===== src/rtl/fts_pkg.sv =====
// Package for the flow traffic statistics table: codes, constants, table entry types
// and the sequencer state type. It depends on nothing else.
`default_nettype none

package fts_pkg;

   localparam int          TABLE_DEPTH    = 32;
   localparam logic [15:0] IPV4_TYPE      = 16'h0800;
   localparam logic [15:0] INTERVAL_RESET = 16'd60;
   localparam logic [15:0] ELAPSED_MAX    = 16'hFFFF;

   localparam logic REQ_FRAME = 1'b0;
   localparam logic REQ_TICK  = 1'b1;

   typedef struct packed {
      logic [47:0] src_mac;
      logic [47:0] dst_mac;
      logic [31:0] src_ip;
      logic [31:0] dst_ip;
   } flow_key_type;

   typedef struct packed {
      flow_key_type key;
      logic [31:0]  bytes;
      logic [31:0]  packets;
   } flow_entry_type;

   typedef enum logic [2:0] {
      ST_IDLE,
      ST_SCAN_RD,
      ST_SCAN_CMP,
      ST_MISS,
      ST_CHECK,
      ST_RPT_RD,
      ST_RPT_LOAD,
      ST_RPT_SEND
   } fts_state_type;

endpackage

`default_nettype wire


===== src/rtl/fts_match.sv =====
// Shared key compare and counter update unit for one table entry.
// It depends on fts_pkg for the entry types.
`default_nettype none

module fts_match (
   input  fts_pkg::flow_entry_type entry,
   input  fts_pkg::flow_key_type   key,
   input  logic [15:0]             frame_len,
   output logic                    hit,
   output fts_pkg::flow_entry_type hit_entry,
   output fts_pkg::flow_entry_type new_entry
);

   always_comb begin
      hit               = (entry.key == key);
      hit_entry.key     = entry.key;
      hit_entry.bytes   = entry.bytes + {16'd0, frame_len};
      hit_entry.packets = entry.packets + 32'd1;
      new_entry.key     = key;
      new_entry.bytes   = {16'd0, frame_len};
      new_entry.packets = 32'd1;
   end

endmodule

`default_nettype wire


===== config.mk =====
export PLATFORM = sky130hd
export DESIGN_NAME = fts_match
export DESIGN_NICKNAME = d
export VERILOG_FILES = /design/src/rtl/fts_pkg.sv /design/src/rtl/fts_match.sv
export SDC_FILE = /design/constraint.sdc
export NUM_CORES = 1
export LEC_CHECK = 0
export ABC_AREA = 1
export CAP_MARGIN = 20
export CORE_AREA = 2 2 330 332
export DETAILED_ROUTE_END_ITERATION = 6
export DIE_AREA = 0 0 332 334
export DONT_BUFFER_PORTS = 1
export SLEW_MARGIN = 20
export SYNTH_ARGS = -nofsm -noshare
export SYNTH_HDL_FRONTEND = slang
export SYNTH_SLANG_ARGS = --single-unit

===== constraint.sdc =====
create_clock -name vclk -period 2.95
set_input_delay 0.59 -clock vclk [all_inputs]
set_output_delay 0.59 -clock vclk [all_outputs]
set_load 0.01 [all_outputs]

# Word level (Yosys, flattened, before mapping)
# Cells that the tools add are included.
[totals]
inputBits = 400
out_inout_bits = 449
register_bits = 0
[op_classes]
n_eq_ne = 1
n_addsub = 2
[op_table]
columns = ["operator", "n"]
rows = [
  ["$eq A160 B160 Y1", 1],
  ["$add A32 B1 Y32 const B", 1],
  ["$add A32 B16 Y32", 1],
]

# Longest topological paths before layout
[logic_depth]
depth_word = 1
mapped_depth = 12
ltp_nobuf = 12

# Worst setup path after synthesis
# OpenSTA, ideal clock, no wires.
[synth_timing]
path_kind = "input -> output"
from = "input entry[32] (netlist bit)"
to = "output hit_entry[48] (netlist bit)"
stages = 7
path_buffers = 0
t_arrival_ns = 1.919
required_time_ns = 2.360
slack_ns = 0.441
path_cell_list = "ha_1 fa_1 nand3_1 nand2_1 a21oi_1 o21ai_1 xor2_1"
[synth_rtl]
columns = ["item", "line_no", "source"]
rows = [
  ["from (decl)", "fts_match.sv:6", "input fts_pkg::flow_entry_type entry,"],
  ["to (decl)", "fts_match.sv:10", "output fts_pkg::flow_entry_type hit_entry,"],
]

==> flow_metrics.tcl <==
set metrics [dict create \
    status "completed" \
    drc 0 \
    fin_setup_tns_ns 0 \
    antenna_found_initial 49 \
    stdcell_area_um2 7254 \
    synthToLayoutAreaGrowth_pct -6.181 \
    via_per_inst 2.864 \
    grt_pass1_wl_mm 76.63 \
    drv_slew 0 \
    crit_required_ns 2.36 \
    io_buffers 0 \
    register_area_um2 0 \
    ant_nets 0 \
    place_ws_ns -0.2021 \
    initial_utilization 0.07173 \
    fmax_mhz 357.2 \
    grt_use_total 0.1070 \
    grt_pass1_vias 6833 \
    wl_mm 62.91 \
    layout_setup_ws_ns 0.1503 \
    die-height_um 334 \
    cp.arrival_ns 2.21 \
    final_nets 1504 \
    max-cap-violations 0 \
    fp.dieArea_um2 110900 \
    power.leakage_nw 3.356 \
    dpl-instance-area_um2 7159 \
    die_w_um 332 \
    io_pins 849 \
    slew_headroom 0.5581 \
    cts_setup_buffers 0 \
    via_count 7222 \
    critPathCaptureType "output port" \
    syn_area_um2 7732 \
    crit_type "input port to output port" \
    grt_overflow_total 0 \
    timing.hold.ws_ns 1.180 \
    synth_warnings 0 \
    power_switching_mw 0.4589 \
    clkbuf_count 0 \
    grt_start_max_net_pins 7 \
    yosysSeqAreaShare 0 \
    finalSetupViolCount 0 \
    p_int_mw 0.2736 \
    drtIter0Drc 388 \
    synth.avg_cell_area_um2 5.611 \
    p_sw_frac 0.6265 \
    netlist_instances 1378 \
    finalCritPeriodShare 0.9490 \
    min_path_type "input port to output port" \
    start_kind "input port" \
    n_fill_cell 12940 \
    ir_drop_mv 0.03901 \
    placeableCoreArea_um2 107800 \
    finalPower_mw 0.7324 \
    multi_input_area_um2 4389 \
    fin_crit_ns 2.800 \
    path_max_fanout 3 \
    row_count 121 \
    drive_gt1_frac 0.06827 \
    flops_and_latches 0 \
    wl_per_cell_um 24.94 \
    dp_hpwl_mm 59.43 \
    powerDensity_nw_per_um2 101.0 \
    power_frac_clock 0 \
    dr.pass1.iters 5 \
    hold_viol_final 0 \
    yosys.cell_types.count 32 \
    p_comb_frac 1.000 \
    routabilityCongestion 0.9931 \
    rsz0062_at_grt "false" \
    worst_pin_slew_ns 0.6582 \
    seqPwrFrac 0 \
]
-- cell type report --
type | instances | area share
inverter | 178 | 0.09210
tap | 1414 | 0.2439
antenna | 24 | 0.008279
multi-input combinational | 862 | 0.6050
timing repair buffer | 44 | 0.05071
-- per-layer routing --
layer,share of wire,vias up,global-route usage
met1,0.31,3113,0.09665
met5,0.0046,-,0.007382
met2,0.47,716,0.1827
li1,-,3153,-
met4,0.054,38,0.04903
met3,0.16,202,0.07352
-- logic make-up (layout without fill, tap and decap cells) --
family | count (synthesis) | after routing | synth area share
xor gates and xnor gates | 128 | 128 | 0.1450
buffers and inverters | 562 | 222 | 0.4592
other | 2 | 72 | 0.0009712
adders and majority gates | 18 | 18 | 0.03010
and+or+nand+nor | 620 | 620 | 0.3327
AOI/OAI and AO/OA | 48 | 48 | 0.03204
-- stage by stage --
step | std cells | util
final | 2522 | 0.06730
after global routing | 2509 | 0.06700
after CTS | 2498 | 0.06658
after detailed placement | 2498 | 0.06642
after global placement | 2498 | 0.06642
after floorplan | 1424 | -
-- repair_timing --
item,4_1_cts,5_1_grt
setup endpoints to repair,1,5
hold buffers,0,0
gates resized for setup,6,5
-- power by group through the flow --
stage | Combinational, mW | Sequential, mW | Clock (mW)
after CTS | 0.732 | 0 | 0
final | 0.732 | 0 | 0.00000112
after global placement | 0.725 | 0 | 0
after detailed placement | 0.728 | 0 | 0
after global routing | 0.828 | 0 | 0.000000512
after floorplan | 1.04 | 0 | 0
-- final timing paths --
check	slack [ns]	to	cells after the start	from
max	0.15	hit_entry[56]	10	entry[32]
min	1.18	hit_entry[192]	0	entry[192]
-- cell usage after synthesis --
master    instances  area share
inv_2             5      0.0024
nor2_4            2      0.0029
nor3_1           15      0.0097
fa_1              1      0.0026
nor2_2            1     0.00081
xnor2_1          25       0.028
and3_1            1     0.00081
ha_1             17       0.028
xor2_1          103        0.12
nand4_1          15       0.012
o21a_1            1     0.00097
nor4_1            2      0.0016
nor2_8            1      0.0026
and2_1            1     0.00081
or2_1             2      0.0016
buf_4           384        0.37
nand3_2           3      0.0039
nor3_4            2      0.0042
a21oi_1          20       0.013
o21ai_0          19       0.012
nand3_1          37       0.024
nand3b_1          2      0.0019
nand2_4           2      0.0029
nor3_2            4      0.0052
nor2_1          185       0.090
nand2_1         344        0.17
nand2_2           1     0.00081
o21ai_1           6      0.0039
o21bai_1          1     0.00097
conb_1            2     0.00097
a21o_1            1     0.00097
inv_1           173       0.084
-- worst max-delay path: stages --
cell	delay, ns
ha_1	0.21
fa_2	0.36
nand3_1	0.10
nand2_1	0.08
buf_4	0.15
a21oi_1	0.21
o21ai_1	0.18
nand2_1	0.09
nand2_1	0.05
nand2_1	0.18
-- placed cells by master (no fill, tap or decap), drive strengths merged --
cell type	n
nor2	189
a21o	1
and2	1
conb	48
xnor2	25
or2	2
nor3	21
and3	1
o21a	1
nand3b	2
nand3	40
inv	178
diode	24
o21ai	25
fa	1
a21oi	20
nor4	2
nand4	15
ha	17
nand2	347
xor2	103
buf	44
o21bai	1
Note: power is estimated with default switching activity, not from simulation.
