**config.mk**
```make
export PLATFORM = sky130hd
export DESIGN_NAME = fts_ram
export DESIGN_NICKNAME = d
export VERILOG_FILES = /design/src/rtl/fts_ram.sv
export SDC_FILE = /design/constraint.sdc
export NUM_CORES = 1
export LEC_CHECK = 0
export BUFFER_PORTS_ARGS = -buffer_cell sky130_fd_sc_hd__buf_2
export CAP_MARGIN = 20
export CELL_PAD_IN_SITES_DETAIL_PLACEMENT = 1
export CELL_PAD_IN_SITES_GLOBAL_PLACEMENT = 1
export CORE_ASPECT_RATIO = 1.1
export CORE_UTILIZATION = 45
export CTS_CLUSTER_DIAMETER = 100
export DETAILED_ROUTE_END_ITERATION = 6
export PLACE_DENSITY = 0.86
export SLEW_MARGIN = 10
export SYNTH_ARGS = -nofsm -noshare
export SYNTH_HDL_FRONTEND = slang
export SYNTH_SLANG_ARGS = --single-unit
```
**constraint.sdc**
```tcl
create_clock -name clock -period 1.8 [get_ports clock]
set_clock_uncertainty 0.15 [all_clocks]
set_input_delay 0.18 -clock clock [delete_from_list [all_inputs] [get_ports clock]]
set_output_delay 0.18 -clock clock [all_outputs]
set_load 0.02 [all_outputs]
```
**src/rtl/fts_ram.sv**
```systemverilog
// Generic single write port, single read port RAM with a registered read.
// It depends on nothing else.
`default_nettype none

module fts_ram #(
   parameter int WIDTH = 8,
   parameter int DEPTH = 2,
   parameter int ADDR_W = (DEPTH > 1) ? $clog2(DEPTH) : 1
) (
   input  logic              clock,
   input  logic              wr_en,
   input  logic [ADDR_W-1:0] wr_addr,
   input  logic [WIDTH-1:0]  wr_data,
   input  logic              rd_en,
   input  logic [ADDR_W-1:0] rd_addr,
   output logic [WIDTH-1:0]  rd_data
);

   logic [WIDTH-1:0] mem_ff [DEPTH];
   logic [WIDTH-1:0] rd_data_ff;

   always_ff @(posedge clock) begin
      if (wr_en) begin
         mem_ff[wr_addr] <= wr_data;
      end
      if (rd_en) begin
         rd_data_ff <= mem_ff[rd_addr];
      end
   end

   assign rd_data = rd_data_ff;

endmodule

`default_nettype wire

```
# Word level (Yosys, flattened, before mapping)
# Memories as Yosys holds them, arrays and structs flattened. A register that Yosys moved wholly into a read port is not among the register bits.
# Index checks and enable logic that the tools add are counted.
dict set report totals {
  n_memories 1
  ram_bits 16
  latchBits 0
  in_bits 13
  elab_cells 3
  rom_bits 0
  ff_bits 0
}
dict set report op_classes {
  n_bitwise 0
  div 0
  eq_ne 0
  multipliers 0
  n_addsub 0
  shifts 0
  order_cmp 0
  muxes 2
  reduce_logical 0
}
# memory depth width read_ports rd_clocked_by_memory_dff wr line_no
set mem_list {}
lappend mem_list {mem_ff 2 8 1 1 1 19} ;# logic [WIDTH-1:0] mem_ff [DEPTH];
# cell n
set ops {}
lappend ops {{$mux W1} 2}

# Longest topological paths before layout
# Gate-level depths: netlist of the first run.
dict set report logic_depth {
  depth_word 2
  ltp_mapped 2
}

# Worst setup path after synthesis of the first run
# No wires, ideal clock.
dict set report synth_timing {
  path_type {input-to-reg}
  from {input port wr_en}
  to {memory mem_ff[0][0], enable pin}
  path_stages 1
  setup_ns 0.373
  t_arrival_ns 0.600
  path_buffers 0
  setup_slack_ns 0.677
  path_cell_list {nor2b_1}
}
dict set report synth_between {
  elab_chain_cells 2
}
# item line_no
set synth_lines {}
lappend synth_lines {{start: declaration} 11} ;# input logic wr_en,
lappend synth_lines {{$mux W1} 23} ;# if (wr_en) begin
lappend synth_lines {{$mux W1 (not written as such)} 24} ;# mem_ff[wr_addr] <= wr_data;
lappend synth_lines {{end: declaration} 19}
# Every way passes these cells.

# Final worst setup path of the first run
dict set report layout_timing {
  from {register rd_data_ff[5] (netlist: rd_data[5]) (read register of mem_ff)}
  to {output port rd_data[5]}
}
# item line_no
set layout_lines {}
lappend layout_lines {{start: declaration} 20} ;# logic [WIDTH-1:0] rd_data_ff;
lappend layout_lines {{end: declaration} 16} ;# output logic [WIDTH-1:0] rd_data
# No word-level cell between the ends.

==> results of run 1 <==
==> flip-flops by register name, indices dropped and copies added, names as in the netlist <==
| register | count |
|---|---|
| mem_ff | 16 |
| rd_data | 8 |
==> worst paths after layout <==
check	endpoint	slack (ns)
max	rd_data[5]	0.63
min	rd_data[3]	0.07
max reg2reg	rd_data[7]	0.75
min reg2reg	rd_data[1]	0.41
==> cell type report <==
type	instances	share of cell area
clock buffers	3	0.02067
repair buffers	29	0.1722
well taps	18	0.02067
multi-input cells	10	0.1217
clock inverters	1	0.003444
flip-flops and latches	24	0.6613
==> per-stage QoR <==
stage	cell area [um2]	worst slack, ns	utilization	instances	hold WS, ns
6_report	1090	0.6292	0.6049	85	0.06937
2_1_floorplan	864.6	0.6766	-	35	0.1289
4_1_cts	1090	0.6129	0.6049	85	0.06166
3_3_place_gp	983.4	0.6610	0.5458	73	0.2178
5_1_grt	1090	0.5774	0.6049	85	0.05791
3_5_place_dp	983.4	0.6364	0.5458	73	0.2222
==> synth_stat cells <==
cell type,count,area share
nor2b_1,1,0.0072
edfxtp_1,24,0.83
and2_1,1,0.0072
buf_6,1,0.013
mux2_4,8,0.14
==> where the power goes <==
| part | switching (mW) | internal, mW | leakage [nW] |
|---|---|---|---|
| logic | 0.0468 | 0.0553 | 0.188 |
| registers | 0.00966 | 0.659 | 0.228 |
| clock network | 0.132 | 0.0804 | 0.0154 |
| total | 0.188 | 0.795 | 0.432 |
==> cells by family (layout without fill, tap and decap cells) <==
kind of cell | Yosys count | count (layout) | synth area share
muxes | 8 | 8 | 0.1389
buffers and inverters | 1 | 33 | 0.01302
DFF | 24 | 24 | 0.8336
and+or+nand+nor | 2 | 2 | 0.01448
==> routing by layer <==
metal,vias to the layer above,share of wire
met5,-,0
met4,0,0
met3,0,0.061
met2,16,0.55
met1,197,0.38
li1,202,-
==> timing repair <==
action,in CTS,in global routing
hold endpoints to repair,16,0
resized for setup,0,0
hold buffers,8,0
==> flow_summary.json, run 1 <==
{
  "vias_per_cell": 4.882,
  "layout-drive-gt1-share": 0.4776,
  "numClockSinks": 24,
  "path_depth": 1,
  "slowest_delay_ns": 0.39,
  "clockBufferDepth": 2,
  "slew_headroom": 0.7492,
  "grt_use_total": 0.1147,
  "clk_pin_slew_ns": 0.11,
  "synth_cell_types": 5,
  "grt_setup_unrepaired": "no",
  "syn2layout_area_growth_pct": 26.05,
  "required_ns": 1.47,
  "antenna_left": 0,
  "met2_usage": 0.2239,
  "fin_crit_ns": 1.171,
  "postSynthCellCount": 35,
  "wl_mm": 1.081,
  "cts_made_buffers": 3,
  "ys_seq_elements": 24,
  "hold_start": "rd_en",
  "worstPathMaxFanout": 1,
  "wl_per_cell_um": 12.72,
  "cp_data_arrival_time_ns": 0.84,
  "layout_commonest_cell": "edfxtp_1",
  "mostFrequentLayoutCells": "24 x edfxtp_1, 20 x buf_2, 8 x mux2_4, 8 x dlygate4sd3_1, 3 x clkbuf_4",
  "dr.pass1.iters": 5,
  "placementRows": 16,
  "num-nets-final": 81,
  "grt_max_degree": 14,
  "cts_tree": "done",
  "ir_drop_mv": 0.6256,
  "worst_slew_pin_slew_ns": 0.3762,
  "violations": "DRC",
  "top_usage_layer": "met2",
  "start_util": 0.4799,
  "timing.final.crit_share": 0.6504,
  "overflow": 0,
  "met3_usage": 0.02642,
  "setup_viol_count_final": 0,
  "crit_path_cell_trace": "buf_2",
  "port_buffers": 20,
  "crit_start": "rd_data[5]",
  "cp-start-kind": "flop",
  "drt_iter0_drc": 6,
  "clk_latency_ns": 0.29,
  "syn-cell-area_um2": 864.6,
  "die_h_um": 47.97,
  "critPathBufInv": 1,
  "gp_congestion": 0.6161,
  "leakage_nw": 0.4316,
  "n_fill_cell": 162,
  "core_um2": 1802,
  "rr_startpoint": "mem_ff[0][7]",
  "antenna_found_initial": 0,
  "fmax_ghz": 0.8541,
  "final_hold_viol_count": 0,
  "num_vias": 415,
  "rr_worst_depth": 1,
  "slew_viol_final": 0,
  "yosysWarnings": 0,
  "cts-htree-levels": 1,
  "setup_tns_ns": 0,
  "min_path_cells": 1,
  "drc": 3,
  "antenna_cells": 0,
  "multi_input_area_um2": 132.6,
  "cts_root_buf": "clkbuf_4",
  "grt_use_met1": 0.1166,
  "grt_pass1_vias": 372,
  "seq_area_um2": 720.7,
  "crit_path_end_kind": "output pin",
  "critPathSlowestCell": "edfxtp_1",
  "ioPinCount": 21,
  "power.density_nw_per_um2": 902.4,
  "total_power_mw": 0.9834,
  "maxCapViolCount": 0,
  "path_class": "reg -> out",
  "die_area_um2": 2101,
  "grt_pass1_wl_mm": 1.621,
  "status": "finished, violations left",
  "dieWidth_um": 43.79,
  "crit_family": "flip-flops",
  "cts_setup_buffers": 0,
  "ys_seq_area_frac": 0.8336,
  "worstHoldPathType": "in -> reg",
  "syn_nets": 48,
  "synth_area_per_cell_um2": 24.70
}
No activity file was read; power rests on OpenSTA's default activity.
==> inputs of run 2 (changes only) <==
--- a/config.mk
+++ b/config.mk
@@ -10,10 +10,10 @@
 export CELL_PAD_IN_SITES_DETAIL_PLACEMENT = 1
 export CELL_PAD_IN_SITES_GLOBAL_PLACEMENT = 1
 export CORE_ASPECT_RATIO = 1.1
-export CORE_UTILIZATION = 45
+export CORE_UTILIZATION = 43
 export CTS_CLUSTER_DIAMETER = 100
 export DETAILED_ROUTE_END_ITERATION = 6
-export PLACE_DENSITY = 0.86
+export PLACE_DENSITY = 0.83
 export SLEW_MARGIN = 10
 export SYNTH_ARGS = -nofsm -noshare
 export SYNTH_HDL_FRONTEND = slang
==> constraint.sdc (replaced) <==
create_clock -name clock -period 1.2 [get_ports clock]
set_clock_uncertainty 0.15 [all_clocks]
set_input_delay 0.12 -clock clock [delete_from_list [all_inputs] [get_ports clock]]
set_output_delay 0.12 -clock clock [all_outputs]
set_load 0.02 [all_outputs]
==> flow_summary.json, run 2 (synthesized netlist as in run 1, its figures left out) <==
{
  "timing.final.crit_share": 0.9312,
  "antenna_left": 0,
  "core_um2": 1842,
  "slew_viol_final": 0,
  "pre_cts_slack_ns": 0.08637,
  "crit_path_end_kind": "output pin",
  "antenna_cells": 0,
  "cts_tree": "done",
  "fmax_ghz": 0.8949,
  "grt_setup_unrepaired": "no",
  "cts_root_buf": "clkbuf_4",
  "placementRows": 16,
  "critPathBufInv": 1,
  "maxCapViolCount": 0,
  "postCtsResizedCells": 0,
  "cts-htree-levels": 1,
  "dp_hpwl_um": 966.6,
  "setup_viol_count_final": 0,
  "status": "completed",
  "grt_use_total": 0.1395,
  "worstPathMaxFanout": 1,
  "crit_start": "rd_data[0]",
  "dieWidth_um": 44.76,
  "ioPinCount": 21,
  "port_buffers": 20,
  "clk_pin_slew_ns": 0.11,
  "grt_pass1_wl_mm": 2.083,
  "num_vias": 433,
  "rr_startpoint": "mem_ff[1][3]",
  "fin_crit_ns": 1.117,
  "grt_pass1_vias": 487,
  "required_ns": 0.93,
  "power.density_nw_per_um2": 1342,
  "cp_data_arrival_time_ns": 0.85,
  "layout-drive-gt1-share": 0.4776,
  "clockBufferDepth": 2,
  "largest_register_ffs": 16,
  "grt_max_degree": 13,
  "dp.cells": 82,
  "final_hold_viol_count": 0,
  "utilization": 0.6012,
  "crit_family": "flip-flops",
  "total_power_mw": 1.486,
  "setup_tns_ns": 0,
  "num-nets-final": 82,
  "wl_mm": 1.277,
  "cts_made_buffers": 3,
  "drt_iter0_drc": 1,
  "cp-start-kind": "flop",
  "mostFrequentLayoutCells": "24 x edfxtp_1, 20 x buf_2, 9 x dlygate4sd3_1",
  "ir_drop_mv": 0.6744,
  "worst_slack_ns": 0.08255,
  "path_class": "reg -> out",
  "die_h_um": 49.03,
  "leakage_nw": 0.4342,
  "critPathSlowestCell": "edfxtp_1",
  "slowest_delay_ns": 0.38,
  "dr.pass1.iters": 2,
  "crit_path_cell_trace": "buf_2",
  "hold_start": "wr_addr",
  "vias_per_cell": 4.606,
  "antenna_found_initial": 0,
  "worst_slew_pin_slew_ns": 0.3712,
  "slew_headroom": 0.7525,
  "gp_congestion": 0.6175,
  "drc": 0,
  "largest-register": "mem_ff",
  "layout_commonest_cell": "edfxtp_1",
  "syn2layout_area_growth_pct": 28.08,
  "fin_cells": 94,
  "overflow": 0,
  "start_util": 0.4694,
  "die_area_um2": 2194,
  "worstHoldPathType": "in -> reg",
  "wl_per_cell_um": 13.59,
  "cts_setup_buffers": 0,
  "numClockSinks": 24,
  "clk_latency_ns": 0.30
}
-- run 2: cell count changes in the layout (fill, tap and decap cells not counted), sizes merged --
cell         before  now
clkinv            1    0
dlygate4sd3       8    9
-- run 2: timing repair --
action                                 4_1_cts  5_1_grt
hold buffers                                 9        0
setup endpoints to repair                    0        0
endpoints found under the hold margin       24        0
-- run 2: area by class of cell --
type / instances / area [um2]
multi-input cells: 10 / 132.6
well taps: 27 / 33.78
fillers: 174 / 734.5
flip-flops and latches: 24 / 720.7
clock buffers: 3 / 22.52
repair buffers: 30 / 197.7
-- run 2: per-layer routing --
layer	GRT usage	up-vias	part of all wire
met2	0.2696	20	0.58
met4	0.06061	0	0.013
li1	-	202	-
met1	0.1244	209	0.35
met3	0.04074	2	0.054
met5	0	-	0
-- run 2: metrics by stage --
stage | instance area (um2) | hold WS [ns]
3_3_place_gp | 994.7 | 0.1573
2_1_floorplan | 864.6 | 0.06887
6_report | 1107 | 0.1322
5_1_grt | 1107 | 0.1392
4_1_cts | 1107 | 0.1254
3_5_place_dp | 994.7 | 0.1626
-- run 2: final timing paths --
kind,depth (start not counted),slack (ns),end
setup / recovery,1,0.08,rd_data[0]
hold / removal,3,0.13,mem_ff[0][6]
setup reg to reg,1,0.14,rd_data[3]
hold reg to reg,1,0.41,rd_data[4]
-- run 2: where the power goes --
group / internal (mW) / switching (mW) / total [mW]
clock: 0.117 / 0.208 / 0.325
combinational: 0.0851 / 0.0726 / 0.158
sequential: 0.989 / 0.0147 / 1.00
total: 1.19 / 0.295 / 1.49
